File: src/hdl/irc_tok_pkg.sv
package irc_tok_pkg;

   // field kinds
   localparam logic [2:0] KIND_DELIM  = 3'd0;
   localparam logic [2:0] KIND_NICK   = 3'd1;
   localparam logic [2:0] KIND_USER   = 3'd2;
   localparam logic [2:0] KIND_HOST   = 3'd3;
   localparam logic [2:0] KIND_CMD    = 3'd4;
   localparam logic [2:0] KIND_MIDDLE = 3'd5;
   localparam logic [2:0] KIND_TRAIL  = 3'd6;
   localparam logic [2:0] KIND_END    = 3'd7;

   // parser phases
   localparam logic [3:0] PH_START       = 4'd0;
   localparam logic [3:0] PH_NICK_FIRST  = 4'd1;
   localparam logic [3:0] PH_NICK        = 4'd2;
   localparam logic [3:0] PH_USER_FIRST  = 4'd3;
   localparam logic [3:0] PH_USER        = 4'd4;
   localparam logic [3:0] PH_HOST_FIRST  = 4'd5;
   localparam logic [3:0] PH_HOST        = 4'd6;
   localparam logic [3:0] PH_GAP_CMD     = 4'd7;
   localparam logic [3:0] PH_CMD         = 4'd8;
   localparam logic [3:0] PH_GAP_PARAM   = 4'd9;
   localparam logic [3:0] PH_MIDDLE      = 4'd10;
   localparam logic [3:0] PH_TRAIL_FIRST = 4'd11;
   localparam logic [3:0] PH_TRAIL       = 4'd12;

   // characters
   localparam logic [7:0] CHAR_COLON = 8'h3A;
   localparam logic [7:0] CHAR_SPACE = 8'h20;
   localparam logic [7:0] CHAR_BANG  = 8'h21;
   localparam logic [7:0] CHAR_AT    = 8'h40;
   localparam logic [7:0] CHAR_CR    = 8'h0D;
   localparam logic [7:0] CHAR_LF    = 8'h0A;
   localparam logic [7:0] CHAR_TAB   = 8'h09;
   localparam logic [7:0] CHAR_VT    = 8'h0B;
   localparam logic [7:0] CHAR_FF    = 8'h0C;
   localparam logic [7:0] CHAR_LOW_A = 8'h61;
   localparam logic [7:0] CHAR_LOW_Z = 8'h7A;
   localparam logic [7:0] CASE_DIFF  = 8'h20;

   // largest index the output field can show
   localparam int IDX_MAX = 15;

   typedef struct packed {
      logic [7:0] out_byte;
      logic [2:0] field_kind;
      logic [3:0] param_index;
      logic       token_start;
      logic       message_end;
      logic       too_many_params;
   } result_type;

   function automatic logic is_ws(input logic [7:0] b);
      is_ws = (b == CHAR_SPACE) || (b == CHAR_TAB) || (b == CHAR_VT) || (b == CHAR_FF);
   endfunction

   function automatic logic [7:0] to_upper(input logic [7:0] b);
      to_upper = (b >= CHAR_LOW_A && b <= CHAR_LOW_Z) ? (b - CASE_DIFF) : b;
   endfunction

endpackage

File: src/hdl/irc_tok_parse.sv
module irc_tok_parse #(
   parameter int PARAM_LIMIT = 15
) (
   input  logic                    clock,
   input  logic                    reset,
   input  logic                    step,
   input  logic [7:0]              in_byte,
   output irc_tok_pkg::result_type result
);

   localparam int CW = $clog2(PARAM_LIMIT + 2);

   logic [3:0]    phase_ff, phase_in;
   logic [CW-1:0] count_ff, count_in;
   logic          content_ff, content_in;
   logic          eol, ws, use_idx;
   logic [CW-1:0] idx_wide;

   always_ff @(posedge clock) begin
      if (reset) begin
         phase_ff   <= irc_tok_pkg::PH_START;
         count_ff   <= '0;
         content_ff <= 1'b0;
      end else if (step) begin
         phase_ff   <= phase_in;
         count_ff   <= count_in;
         content_ff <= content_in;
      end
   end

   always_comb begin
      eol        = (in_byte == irc_tok_pkg::CHAR_CR) || (in_byte == irc_tok_pkg::CHAR_LF);
      ws         = irc_tok_pkg::is_ws(in_byte);
      phase_in   = phase_ff;
      count_in   = count_ff;
      content_in = 1'b1;
      use_idx    = 1'b0;
      result                 = '0;
      result.out_byte        = in_byte;
      result.field_kind      = irc_tok_pkg::KIND_DELIM;

      if (eol) begin
         result.field_kind = irc_tok_pkg::KIND_END;
         result.message_end = content_ff;
         phase_in   = irc_tok_pkg::PH_START;
         count_in   = '0;
         content_in = 1'b0;
      end else begin
         unique case (phase_ff) inside
            irc_tok_pkg::PH_GAP_CMD: begin
               if (!ws) begin
                  result.field_kind  = irc_tok_pkg::KIND_CMD;
                  result.token_start = 1'b1;
                  result.out_byte    = irc_tok_pkg::to_upper(in_byte);
                  phase_in           = irc_tok_pkg::PH_CMD;
               end
            end
            irc_tok_pkg::PH_NICK_FIRST, irc_tok_pkg::PH_NICK: begin
               if (in_byte == irc_tok_pkg::CHAR_SPACE) begin
                  phase_in = irc_tok_pkg::PH_GAP_CMD;
               end else if (in_byte == irc_tok_pkg::CHAR_BANG) begin
                  phase_in = irc_tok_pkg::PH_USER_FIRST;
               end else begin
                  result.field_kind  = irc_tok_pkg::KIND_NICK;
                  result.token_start = (phase_ff == irc_tok_pkg::PH_NICK_FIRST);
                  phase_in           = irc_tok_pkg::PH_NICK;
               end
            end
            irc_tok_pkg::PH_USER_FIRST, irc_tok_pkg::PH_USER: begin
               if (in_byte == irc_tok_pkg::CHAR_SPACE) begin
                  phase_in = irc_tok_pkg::PH_GAP_CMD;
               end else if (in_byte == irc_tok_pkg::CHAR_AT) begin
                  phase_in = irc_tok_pkg::PH_HOST_FIRST;
               end else begin
                  result.field_kind  = irc_tok_pkg::KIND_USER;
                  result.token_start = (phase_ff == irc_tok_pkg::PH_USER_FIRST);
                  phase_in           = irc_tok_pkg::PH_USER;
               end
            end
            irc_tok_pkg::PH_HOST_FIRST, irc_tok_pkg::PH_HOST: begin
               if (ws) begin
                  phase_in = irc_tok_pkg::PH_GAP_CMD;
               end else begin
                  result.field_kind  = irc_tok_pkg::KIND_HOST;
                  result.token_start = (phase_ff == irc_tok_pkg::PH_HOST_FIRST);
                  phase_in           = irc_tok_pkg::PH_HOST;
               end
            end
            irc_tok_pkg::PH_CMD: begin
               if (ws) begin
                  phase_in = irc_tok_pkg::PH_GAP_PARAM;
               end else begin
                  result.field_kind = irc_tok_pkg::KIND_CMD;
                  result.out_byte   = irc_tok_pkg::to_upper(in_byte);
               end
            end
            irc_tok_pkg::PH_GAP_PARAM: begin
               if (!ws) begin
                  if (count_ff <= CW'(PARAM_LIMIT)) begin
                     count_in = count_ff + 1'b1;
                  end
                  if (in_byte == irc_tok_pkg::CHAR_COLON) begin
                     phase_in = irc_tok_pkg::PH_TRAIL_FIRST;
                  end else begin
                     result.field_kind  = irc_tok_pkg::KIND_MIDDLE;
                     result.token_start = 1'b1;
                     use_idx            = 1'b1;
                     phase_in           = irc_tok_pkg::PH_MIDDLE;
                  end
               end
            end
            irc_tok_pkg::PH_MIDDLE: begin
               if (ws) begin
                  phase_in = irc_tok_pkg::PH_GAP_PARAM;
               end else begin
                  result.field_kind = irc_tok_pkg::KIND_MIDDLE;
                  use_idx           = 1'b1;
               end
            end
            irc_tok_pkg::PH_TRAIL_FIRST, irc_tok_pkg::PH_TRAIL: begin
               result.field_kind  = irc_tok_pkg::KIND_TRAIL;
               result.token_start = (phase_ff == irc_tok_pkg::PH_TRAIL_FIRST);
               use_idx            = 1'b1;
               phase_in           = irc_tok_pkg::PH_TRAIL;
            end
            default: begin
               // line start, and unused codes behave the same
               if (in_byte == irc_tok_pkg::CHAR_COLON) begin
                  phase_in = irc_tok_pkg::PH_NICK_FIRST;
               end else if (ws) begin
                  phase_in = irc_tok_pkg::PH_GAP_PARAM;
               end else begin
                  result.field_kind  = irc_tok_pkg::KIND_CMD;
                  result.token_start = 1'b1;
                  result.out_byte    = irc_tok_pkg::to_upper(in_byte);
                  phase_in           = irc_tok_pkg::PH_CMD;
               end
            end
         endcase
      end

      idx_wide = (count_in == '0) ? '0 : (count_in - 1'b1);
      if (use_idx) begin
         result.param_index = (idx_wide > CW'(irc_tok_pkg::IDX_MAX)) ?
                              4'(irc_tok_pkg::IDX_MAX) : 4'(idx_wide);
      end
      // the flag looks at the count before a line end clears it
      result.too_many_params = eol ? (count_ff > CW'(PARAM_LIMIT))
                                   : (count_in > CW'(PARAM_LIMIT));
   end

endmodule

File: src/hdl/irc_line_tokenizer.sv
// IRC line tokenizer: tags each received byte with the message part it belongs to.
// Each byte is held in the input register, then its result in the result register.
// Throughput: one byte per cycle while the result side is not stalled; the parse state updates once per byte.
// Input register and result register decouple both sides, so a byte is taken
// while a finished result still waits. Reset is synchronous, active high, and
// clears the pipeline valids and the parse state to line start.
module irc_line_tokenizer #(
   parameter int PARAM_LIMIT = 15
) (
   input  logic        clock,
   input  logic        reset,
   // byte stream in
   input  logic        req_tvalid,
   output logic        req_tready,
   input  logic [7:0]  req_tdata,   // [7:0] in_byte
   // tagged byte stream out
   output logic        rsp_tvalid,
   input  logic        rsp_tready,
   output logic [15:0] rsp_tdata,   // [7:0] out_byte, [11:8] param_index, [15:12] zero
   output logic [4:0]  rsp_tuser,   // [2:0] field_kind, [3] token_start, [4] too_many_params
   output logic        rsp_tlast    // message_end
);

   // input stage
   logic       in_valid_ff, in_valid_in;
   logic [7:0] in_byte_ff;

   // result stage
   logic                   out_valid_ff, out_valid_in;
   irc_tok_pkg::result_type out_result_ff;
   irc_tok_pkg::result_type parse_result;

   logic req_accept;
   logic advance;   // item moves from input register to result register

   assign advance    = in_valid_ff && (!out_valid_ff || rsp_tready);
   assign req_tready = !in_valid_ff || advance;
   assign req_accept = req_tvalid && req_tready;

   always_comb begin
      in_valid_in = in_valid_ff;
      if (req_accept) begin
         in_valid_in = 1'b1;
      end else if (advance) begin
         in_valid_in = 1'b0;
      end

      out_valid_in = out_valid_ff;
      if (advance) begin
         out_valid_in = 1'b1;
      end else if (rsp_tready) begin
         out_valid_in = 1'b0;
      end
   end

   always_ff @(posedge clock) begin
      if (reset) begin
         in_valid_ff  <= 1'b0;
         out_valid_ff <= 1'b0;
      end else begin
         in_valid_ff  <= in_valid_in;
         out_valid_ff <= out_valid_in;
      end
   end

   // payload registers, no reset needed
   always_ff @(posedge clock) begin
      if (req_accept) begin
         in_byte_ff <= req_tdata;
      end
      if (advance) begin
         out_result_ff <= parse_result;
      end
   end

   // parse state steps exactly once per byte handed to the result stage
   irc_tok_parse #(
      .PARAM_LIMIT (PARAM_LIMIT)
   ) u_parse (
      .clock   (clock),
      .reset   (reset),
      .step    (advance),
      .in_byte (in_byte_ff),
      .result  (parse_result)
   );

   assign rsp_tvalid = out_valid_ff;
   assign rsp_tdata  = {4'd0, out_result_ff.param_index, out_result_ff.out_byte};
   assign rsp_tuser  = {out_result_ff.too_many_params, out_result_ff.token_start,
                        out_result_ff.field_kind};
   assign rsp_tlast  = out_result_ff.message_end;

endmodule

File: config.mk
export PLATFORM = sky130hd
export DESIGN_NAME = irc_line_tokenizer
export DESIGN_NICKNAME = d
export VERILOG_FILES = /design/src/hdl/irc_tok_pkg.sv /design/src/hdl/irc_tok_parse.sv /design/src/hdl/irc_line_tokenizer.sv
export SDC_FILE = /design/constraint.sdc
export NUM_CORES = 1
export LEC_CHECK = 0
export ABC_CLOCK_PERIOD_IN_PS = 3100
export BUFFER_PORTS_ARGS = -buffer_cell sky130_fd_sc_hd__buf_2
export CELL_PAD_IN_SITES_DETAIL_PLACEMENT = 1
export CELL_PAD_IN_SITES_GLOBAL_PLACEMENT = 1
export CORE_MARGIN = 3
export CORE_UTILIZATION = 25
export CTS_CLUSTER_SIZE = 12
export DETAILED_ROUTE_END_ITERATION = 8
export PLACE_DENSITY_LB_ADDON = 0.1
export SLEW_MARGIN = 30
export SYNTH_ARGS = -nofsm -noshare
export SYNTH_HDL_FRONTEND = slang
export SYNTH_HIERARCHICAL = 1
export SYNTH_SLANG_ARGS = --single-unit
File: constraint.sdc
create_clock -name clock -period 3.1 [get_ports clock]
set_input_delay 0.62 -clock clock [delete_from_list [all_inputs] [get_ports clock]]
set_output_delay 0.62 -clock clock [all_outputs]
set_load 0.02 [all_outputs]
==> results of run 1 <==
[cells in the mapped netlist, types with 5 or more instances]
cell,instances,area (um^2)
inv_1,6,22.5
dfxtp_1,12,240
o21ai_0,12,60.1
clkbuf_1,9,33.8
nand2_1,15,56.3
nor3_1,9,45.0
nand2b_1,8,50.1
o211ai_1,5,37.5
or3_1,5,31.3
edfxtp_1,26,781
nor2_1,16,60.1
buf_4,9,67.6
mux2i_1,5,50.1
nor2b_1,5,31.3
a21oi_1,23,115
[routing by layer]
metal | part of all wire [%] | wire length, um | vias to the layer above | global-route usage, %
met5 | 0 | 0 | - | 0
li1 | - | - | 978 | -
met2 | 46 | 3020 | 33 | 21.0
met3 | 3.1 | 205 | 6 | 2.28
met4 | 1.1 | 72 | 0 | 3.39
met1 | 49 | 3210 | 964 | 18.3
[area by class of cell]
type                       count  area [um^2]  area share [%]
multi-input combinational    183         1210            43.5
sequential                    38         1020            36.7
inverter                       7         26.3           0.944
timing repair buffer          44          253            9.08
tap                          108          135            4.86
clock buffer                   5         68.8            2.47
clock inverter                 3         68.8            2.47
[path summary, 6_finish.rpt]
path / startpoint / endpoint / slack, ns / cells past startpoint
worst max-delay path: in_byte_ff[6]$_DFFE_PP_ / rsp_tdata[8]$_DFFE_PP_ / 0.34 / 8
worst min-delay path: u_parse/content_ff$_SDFFE_PP0P_ / u_parse/content_ff$_SDFFE_PP0P_ / 0.48 / 2
worst max register to register: in_byte_ff[6]$_DFFE_PP_ / rsp_tdata[8]$_DFFE_PP_ / 0.34 / 8
worst min register to register: u_parse/content_ff$_SDFFE_PP0P_ / u_parse/content_ff$_SDFFE_PP0P_ / 0.48 / 2
[metrics by stage]
stage / util (%) / hold WS, ns / cells
floorplan: - / 0.459 / 251
global placement: 29.6 / 0.473 / 380
detailed placement: 29.6 / 0.479 / 380
CTS: 31.1 / 0.484 / 388
global route: 31.1 / 0.485 / 388
finish: 31.1 / 0.483 / 388
[worst register-to-register path: stages, from the launching register on]
cell,delay [ns]
edfxtp_1,0.49
inv_1,0.15
ha_1,0.23
nor3b_2,0.30
a21oi_1,0.18
and3_1,0.26
o311a_1,0.36
o32a_1,0.36
o21ba_1,0.19
[kinds of logic after synthesis]
logic type	count (synthesis)	share of synthesized area (%)
AOI/OAI and AO/OA	76	21.6
adders and majority gates	4	2.06
xor gates and xnor gates	2	0.741
other	1	0.159
buffers and inverters	30	6.35
muxes	6	2.59
and+or+nand+nor	91	23.3
DFF	38	43.2
[what timing repair did]
item	CTS	global route
hold buffers	0	0
endpoints found under the setup margin	0	1
resized for setup	0	1
[state kept, by name (all words and copies together) (netlist names)]
signal / flops
rsp_tdata: 12
in_byte_ff: 8
rsp_tuser: 5
u_parse/count_ff: 5
u_parse/phase_ff: 4
in_valid_ff: 1
rsp_tlast: 1
rsp_tvalid: 1
u_parse/content_ff: 1
[where the power goes]
group	switching [uW]	internal, uW	leakage (uW)
sequential	19.8	566	0.000342
clock	184	322	0.0000683
combinational	84.6	49.5	0.000674
==> metrics, run 1 <==
status complete, no violations; Chip Height 103 um; post-synth cell types 68; post-route ant nets 0; max-cap viol count 0; row count 34; skew final ~0.007 ns; Power Density approximately 440 nW/um^2; Slew @ Worst Pin ~0.55 ns; kind of critical path register to register; Worst-path clk slew 0.08 ns; DRC violations left 0; Final Hold Vio Count 0; most common cell after layout, fill and taps aside buf_2; drt wl/cell approximately 17 um; Syn Std Cell Area about 2400 um^2; clk_lat worst skew approximately 0.29 ns; Die ar. 10700 um^2; nets@finish between 200 and 300; Synth Flop Type edfxtp_1; initial antenna violation count 0; global route total overflow 0; Max IR drop VDD 166 uV; WP data required ~3.1 ns; Worst setup SP type register; vias in the first global route 2093; Longest Clk Path Bufs 2; post-CTS setup buffer count 0; flops & latches, synth 38; starting DRC count in detailed routing 34; unrepaired setup endpoints after global routing no; minimum clock period about 2.8 ns; sequential area share after synthesis between 40% and 50%; CP delay by family, top compound AO/OA/AOI/OAI gates; Slew headroom 63.0%; total power about 1200 uW; crit-path max cell delay between 0.4 and 0.5 ns; gr usage total a little over an eighth; DR vias/cell slightly above 5; pre-CTS setup slack approximately 0.22 ns; worst hold path type register to register; FMAX 0.363 GHz; final worst-path cycle share approximately 90%; Worst Path Arrival about 2.8 ns; FFs w/ async S/R, synth 0%; post-route cell area 2780 um^2; fin worst setup slack around 0.34 ns; first-pass GRT wire length around 11 mm; cells along the critical path inv_1 -> ha_1 -> nor3b_2 -> a21oi_1 -> and3_1 -> o311a_1 -> o32a_1 -> o21ba_1; Antenna diodes 0; worst-path maximum fanout 6; hpwl dp roughly 4.8 mm; clk root buf clkbuf_8; Fill cells ~1000; Ports 36; Syn Area/Cell 9.54 um^2; Post-synth EDFFs 26; via count 1981; CTS tree yes; Slew Limit Fails 0; final setup violation count 0; CP max-delay cell edfxtp_1; largest net degree at the start of global routing 27; Leak 0.00108 uW; Critical Path End Type register; total negative slack 0 ns; Synth warnings 6; Port Buf Inserts 31; TritonCTS buffer count 5; routed wire length roughly 6.5 mm; CTS sink cnt 38; drt pass-1 iters 4; Initial Util a little over a quarter; Mapped Cells between 200 and 250; core footprint a little under 9000 um^2; WP buf/inv 1; Area Growth Syn to Fin 17.7%; die outline width around 100 um; GPL Wtd Cong slightly below 0.8; most frequent cells in the layout 31 x buf_2, 26 x edfxtp_1, 23 x a21oi_1; fraction of layout cells with a size suffix above 1 between 20% and 30%; H-tree levels 2; Area after DPL 2640 um^2
Power figures use the tool's default switching activity.
==> run 2, diff against run 1 <==
--- a/config.mk
+++ b/config.mk
@@ -6,13 +6,14 @@
 export NUM_CORES = 1
 export LEC_CHECK = 0
 export ABC_CLOCK_PERIOD_IN_PS = 3100
-export BUFFER_PORTS_ARGS = -buffer_cell sky130_fd_sc_hd__buf_2
 export CELL_PAD_IN_SITES_DETAIL_PLACEMENT = 1
 export CELL_PAD_IN_SITES_GLOBAL_PLACEMENT = 1
+export CORE_ASPECT_RATIO = 1.5
 export CORE_MARGIN = 3
 export CORE_UTILIZATION = 25
 export CTS_CLUSTER_SIZE = 12
 export DETAILED_ROUTE_END_ITERATION = 8
+export DONT_BUFFER_PORTS = 1
 export PLACE_DENSITY_LB_ADDON = 0.1
 export SLEW_MARGIN = 30
 export SYNTH_ARGS = -nofsm -noshare
==> run 2 against run 1 <==
  * Critical path depth stayed put
  * Core utilization shrank 2.3 points
  * Setup slack improved by 0.080 ns
  * Combinational power fell by 30%
  * Power down 1.4%
  * Cell area is 6.2% lower
  * Clock-buffer cell count unchanged
  * Via count decreased by 7.0%
  * Non-clock buffer count down 34
  * Hold slack got worse by 0.094 ns
  * Register-to-register slack better by 0.08 ns
  * First-iteration DRC count grew 76%
==> metrics, run 2 (synthesized netlist as in run 1, its figures left out) <==
core footprint 9040 um^2 (+1.2%); area of the multi-input gates 1210 um^2 (unchanged); GR Util met3 2.04% (-0.24 points); Fill cells 1047 (+0.67%); Slew Limit Fails 0 (unchanged); worst hold path type input pin to register; M2 GR Usage 24.0% (+3.0 points); final worst-path cycle share 86.3% (-2.6 points); FF/Latch Area 1020 um^2 (unchanged); Longest Clk Path Bufs 2 (unchanged); total power 1210 uW (-1.4%); hpwl dp 4.93 mm (+2.6%); WP data required 3.14 ns (about the same); FMAX 0.374 GHz (+3.0%); Port Buf Inserts 0 (-100%); cell-internal power 897 uW (-4.4%); Worst-path clk slew 0.06 ns (-0.02 ns); most used routing layer met2; Slew @ Worst Pin 0.548 ns (-0.00311 ns); row count 42 (+24%); critical path launch point in_byte_ff[6]$_DFFE_PP_; DRC violations left 0 (unchanged); Slew headroom 63.3% (+0.33 points); die outline width 85.4 um (-17%); most frequent cells in the layout 26 x edfxtp_1, 23 x a21oi_1, 16 x nor2_1; Worst setup SP type register; DR vias/cell 5.17 (+1.3%); fraction of layout cells with a size suffix above 1 12.6% (-11 points); Power Density 463 nW/um^2 (+5.0%); initial antenna violation count 0 (unchanged); via count 1842 (-7.0%); most common cell after layout, fill and taps aside edfxtp_1; NetSw 312 uW (+8.1%); CP max-delay cell edfxtp_1; Worst R2R Start in_byte_ff[6]$_DFFE_PP_; Ports 36 (unchanged); hold slack 0.389 ns (-0.0941 ns); crit-path max cell delay 0.47 ns (-0.02 ns); global route total overflow 0 (unchanged); Chip Height 125 um (+21%); WHS Endpoint in_valid_ff$_SDFFE_PP0P_; H-tree levels 2 (unchanged); Die ar. 10700 um^2 (+0.23%); GPL Wtd Cong 0.741 (-6.6%); sw frac 25.8% (+2.3 points); first-pass GRT wire length 10.6 mm (-1.9%); Worst Min Path Start reset; nets@finish 260 (-12%); Clk pwr share 42.3% (+1.0 points); total negative slack 0 ns (unchanged); clk root buf clkbuf_16; kind of critical path register to register; skew final 0.00301 ns (-0.00409 ns); worst-path maximum fanout 6 (unchanged); post-route ant nets 0 (unchanged); Antenna diodes 0 (unchanged); max FFs per register 12 (unchanged); WHS Path Cells 1 (-1); minimum clock period 2.67 ns (-0.0801 ns); Logic pwr share 7.8% (-3.1 points); CTS tree yes; status complete, no violations; Reg2Reg Depth 8 (unchanged); Initial Util 26.2% (-0.31 points); FF-to-FF End rsp_tdata[8]$_DFFE_PP_; vias in the first global route 1834 (-12%); cells along the critical path inv_1 -> ha_1 -> nor3b_2 -> a21oi_1 -> and3_1 -> o311a_1 -> o32a_1 -> o21ba_1; starting DRC count in detailed routing 60 (+76%); Seq pwr share 50.0% (+2.3 points); drt wl/cell 18.8 um (+12%); largest net degree at the start of global routing 27 (unchanged); post-CTS setup buffer count 0 (unchanged); drt pass-1 iters 4 (unchanged); Worst Path Arrival 2.72 ns (-0.08 ns); gr usage total 12.9% (-0.24 points); Critical Path End Type register; Reg2Reg Setup Slack 0.43 ns (+0.08 ns); clk_lat worst skew 0.29 ns (about the same); routing usage on met1 14.5% (-3.7 points); Area Growth Syn to Fin 10.4%; routed wire length 6.68 mm (+2.6%); Final Hold Vio Count 0 (unchanged); CTS sink cnt 38 (unchanged); final setup violation count 0 (unchanged); unrepaired setup endpoints after global routing no; Max IR drop VDD 208 uV (+25%); TritonCTS buffer count 5 (unchanged); Leak 0.000948 uW (-13%); max-cap viol count 0 (unchanged)
[run 2: cell count changes in the layout (fill, tap and decap cells not counted), moves of 2 or more]
cell       before  now
buf_4          13   10
clkbuf_8        5    0
buf_2          31    0
bufinv_16       2    0
clkbuf_16       0    5
[run 2: critical path: cells and delay by family, from the launching register on]
family / cells / cell delay, ns
fa+ha+maj: 1 / 0.22
compound gates: 4 / 1.06
simple gates: 2 / 0.54
flops: 1 / 0.47
buf+inv: 1 / 0.15
[run 2: through the flow]
step | instance area [um^2] | setup WS [ns] | cells | util (%)
after global routing | 2610 | 0.170 | 356 | 28.9
final | 2610 | 0.425 | 356 | 28.9
after floorplan | 2380 | 0.475 | 251 | -
after detailed placement | 2460 | 0.232 | 348 | 27.3
after global placement | 2460 | 0.329 | 348 | 27.3
after CTS | 2610 | 0.224 | 356 | 28.8
[run 2: worst max path at each step]
stage / endpoint / cells after the start / slack, ns
detailed placement: rsp_tdata[8]$_DFFE_PP_ / 8 / 0.23
CTS: rsp_tdata[8]$_DFFE_PP_ / 8 / 0.22
global placement: rsp_tdata[8]$_DFFE_PP_ / 8 / 0.33
global route: rsp_tdata[8]$_DFFE_PP_ / 8 / 0.17
finish: rsp_tdata[8]$_DFFE_PP_ / 8 / 0.43
floorplan: rsp_tdata[8]$_DFFE_PP_ / 9 / 0.48
[run 2: cell type report]
type / count / area share (%)
clock buffer: 5 / 4.79
clock inverter: 3 / 0.623
inverter: 7 / 1.01
multi-input combinational: 183 / 46.3
sequential: 38 / 39.1
tap: 110 / 5.27
timing repair buffer: 10 / 2.87
[run 2: per-layer routing]
layer	vias to the layer above	part of all wire, %
met5	-	0
met4	0	1.5
met3	6	1.4
met2	17	56
met1	908	41
li1	911	-
[run 2: what timing repair did]
item / in CTS / in global routing
gates resized for setup: 0 / 1
endpoints found under the setup margin: 0 / 1
hold buffers: 0 / 0
[run 2: power groups by stage]
stage               registers [uW]  clock network (uW)  logic, uW
floorplan                      606                   0       84.8
global placement               615                   0       94.4
detailed placement             616                   0       94.5
CTS                            605                 530       94.8
global route                   607                 551        106
finish                         604                 511       93.8
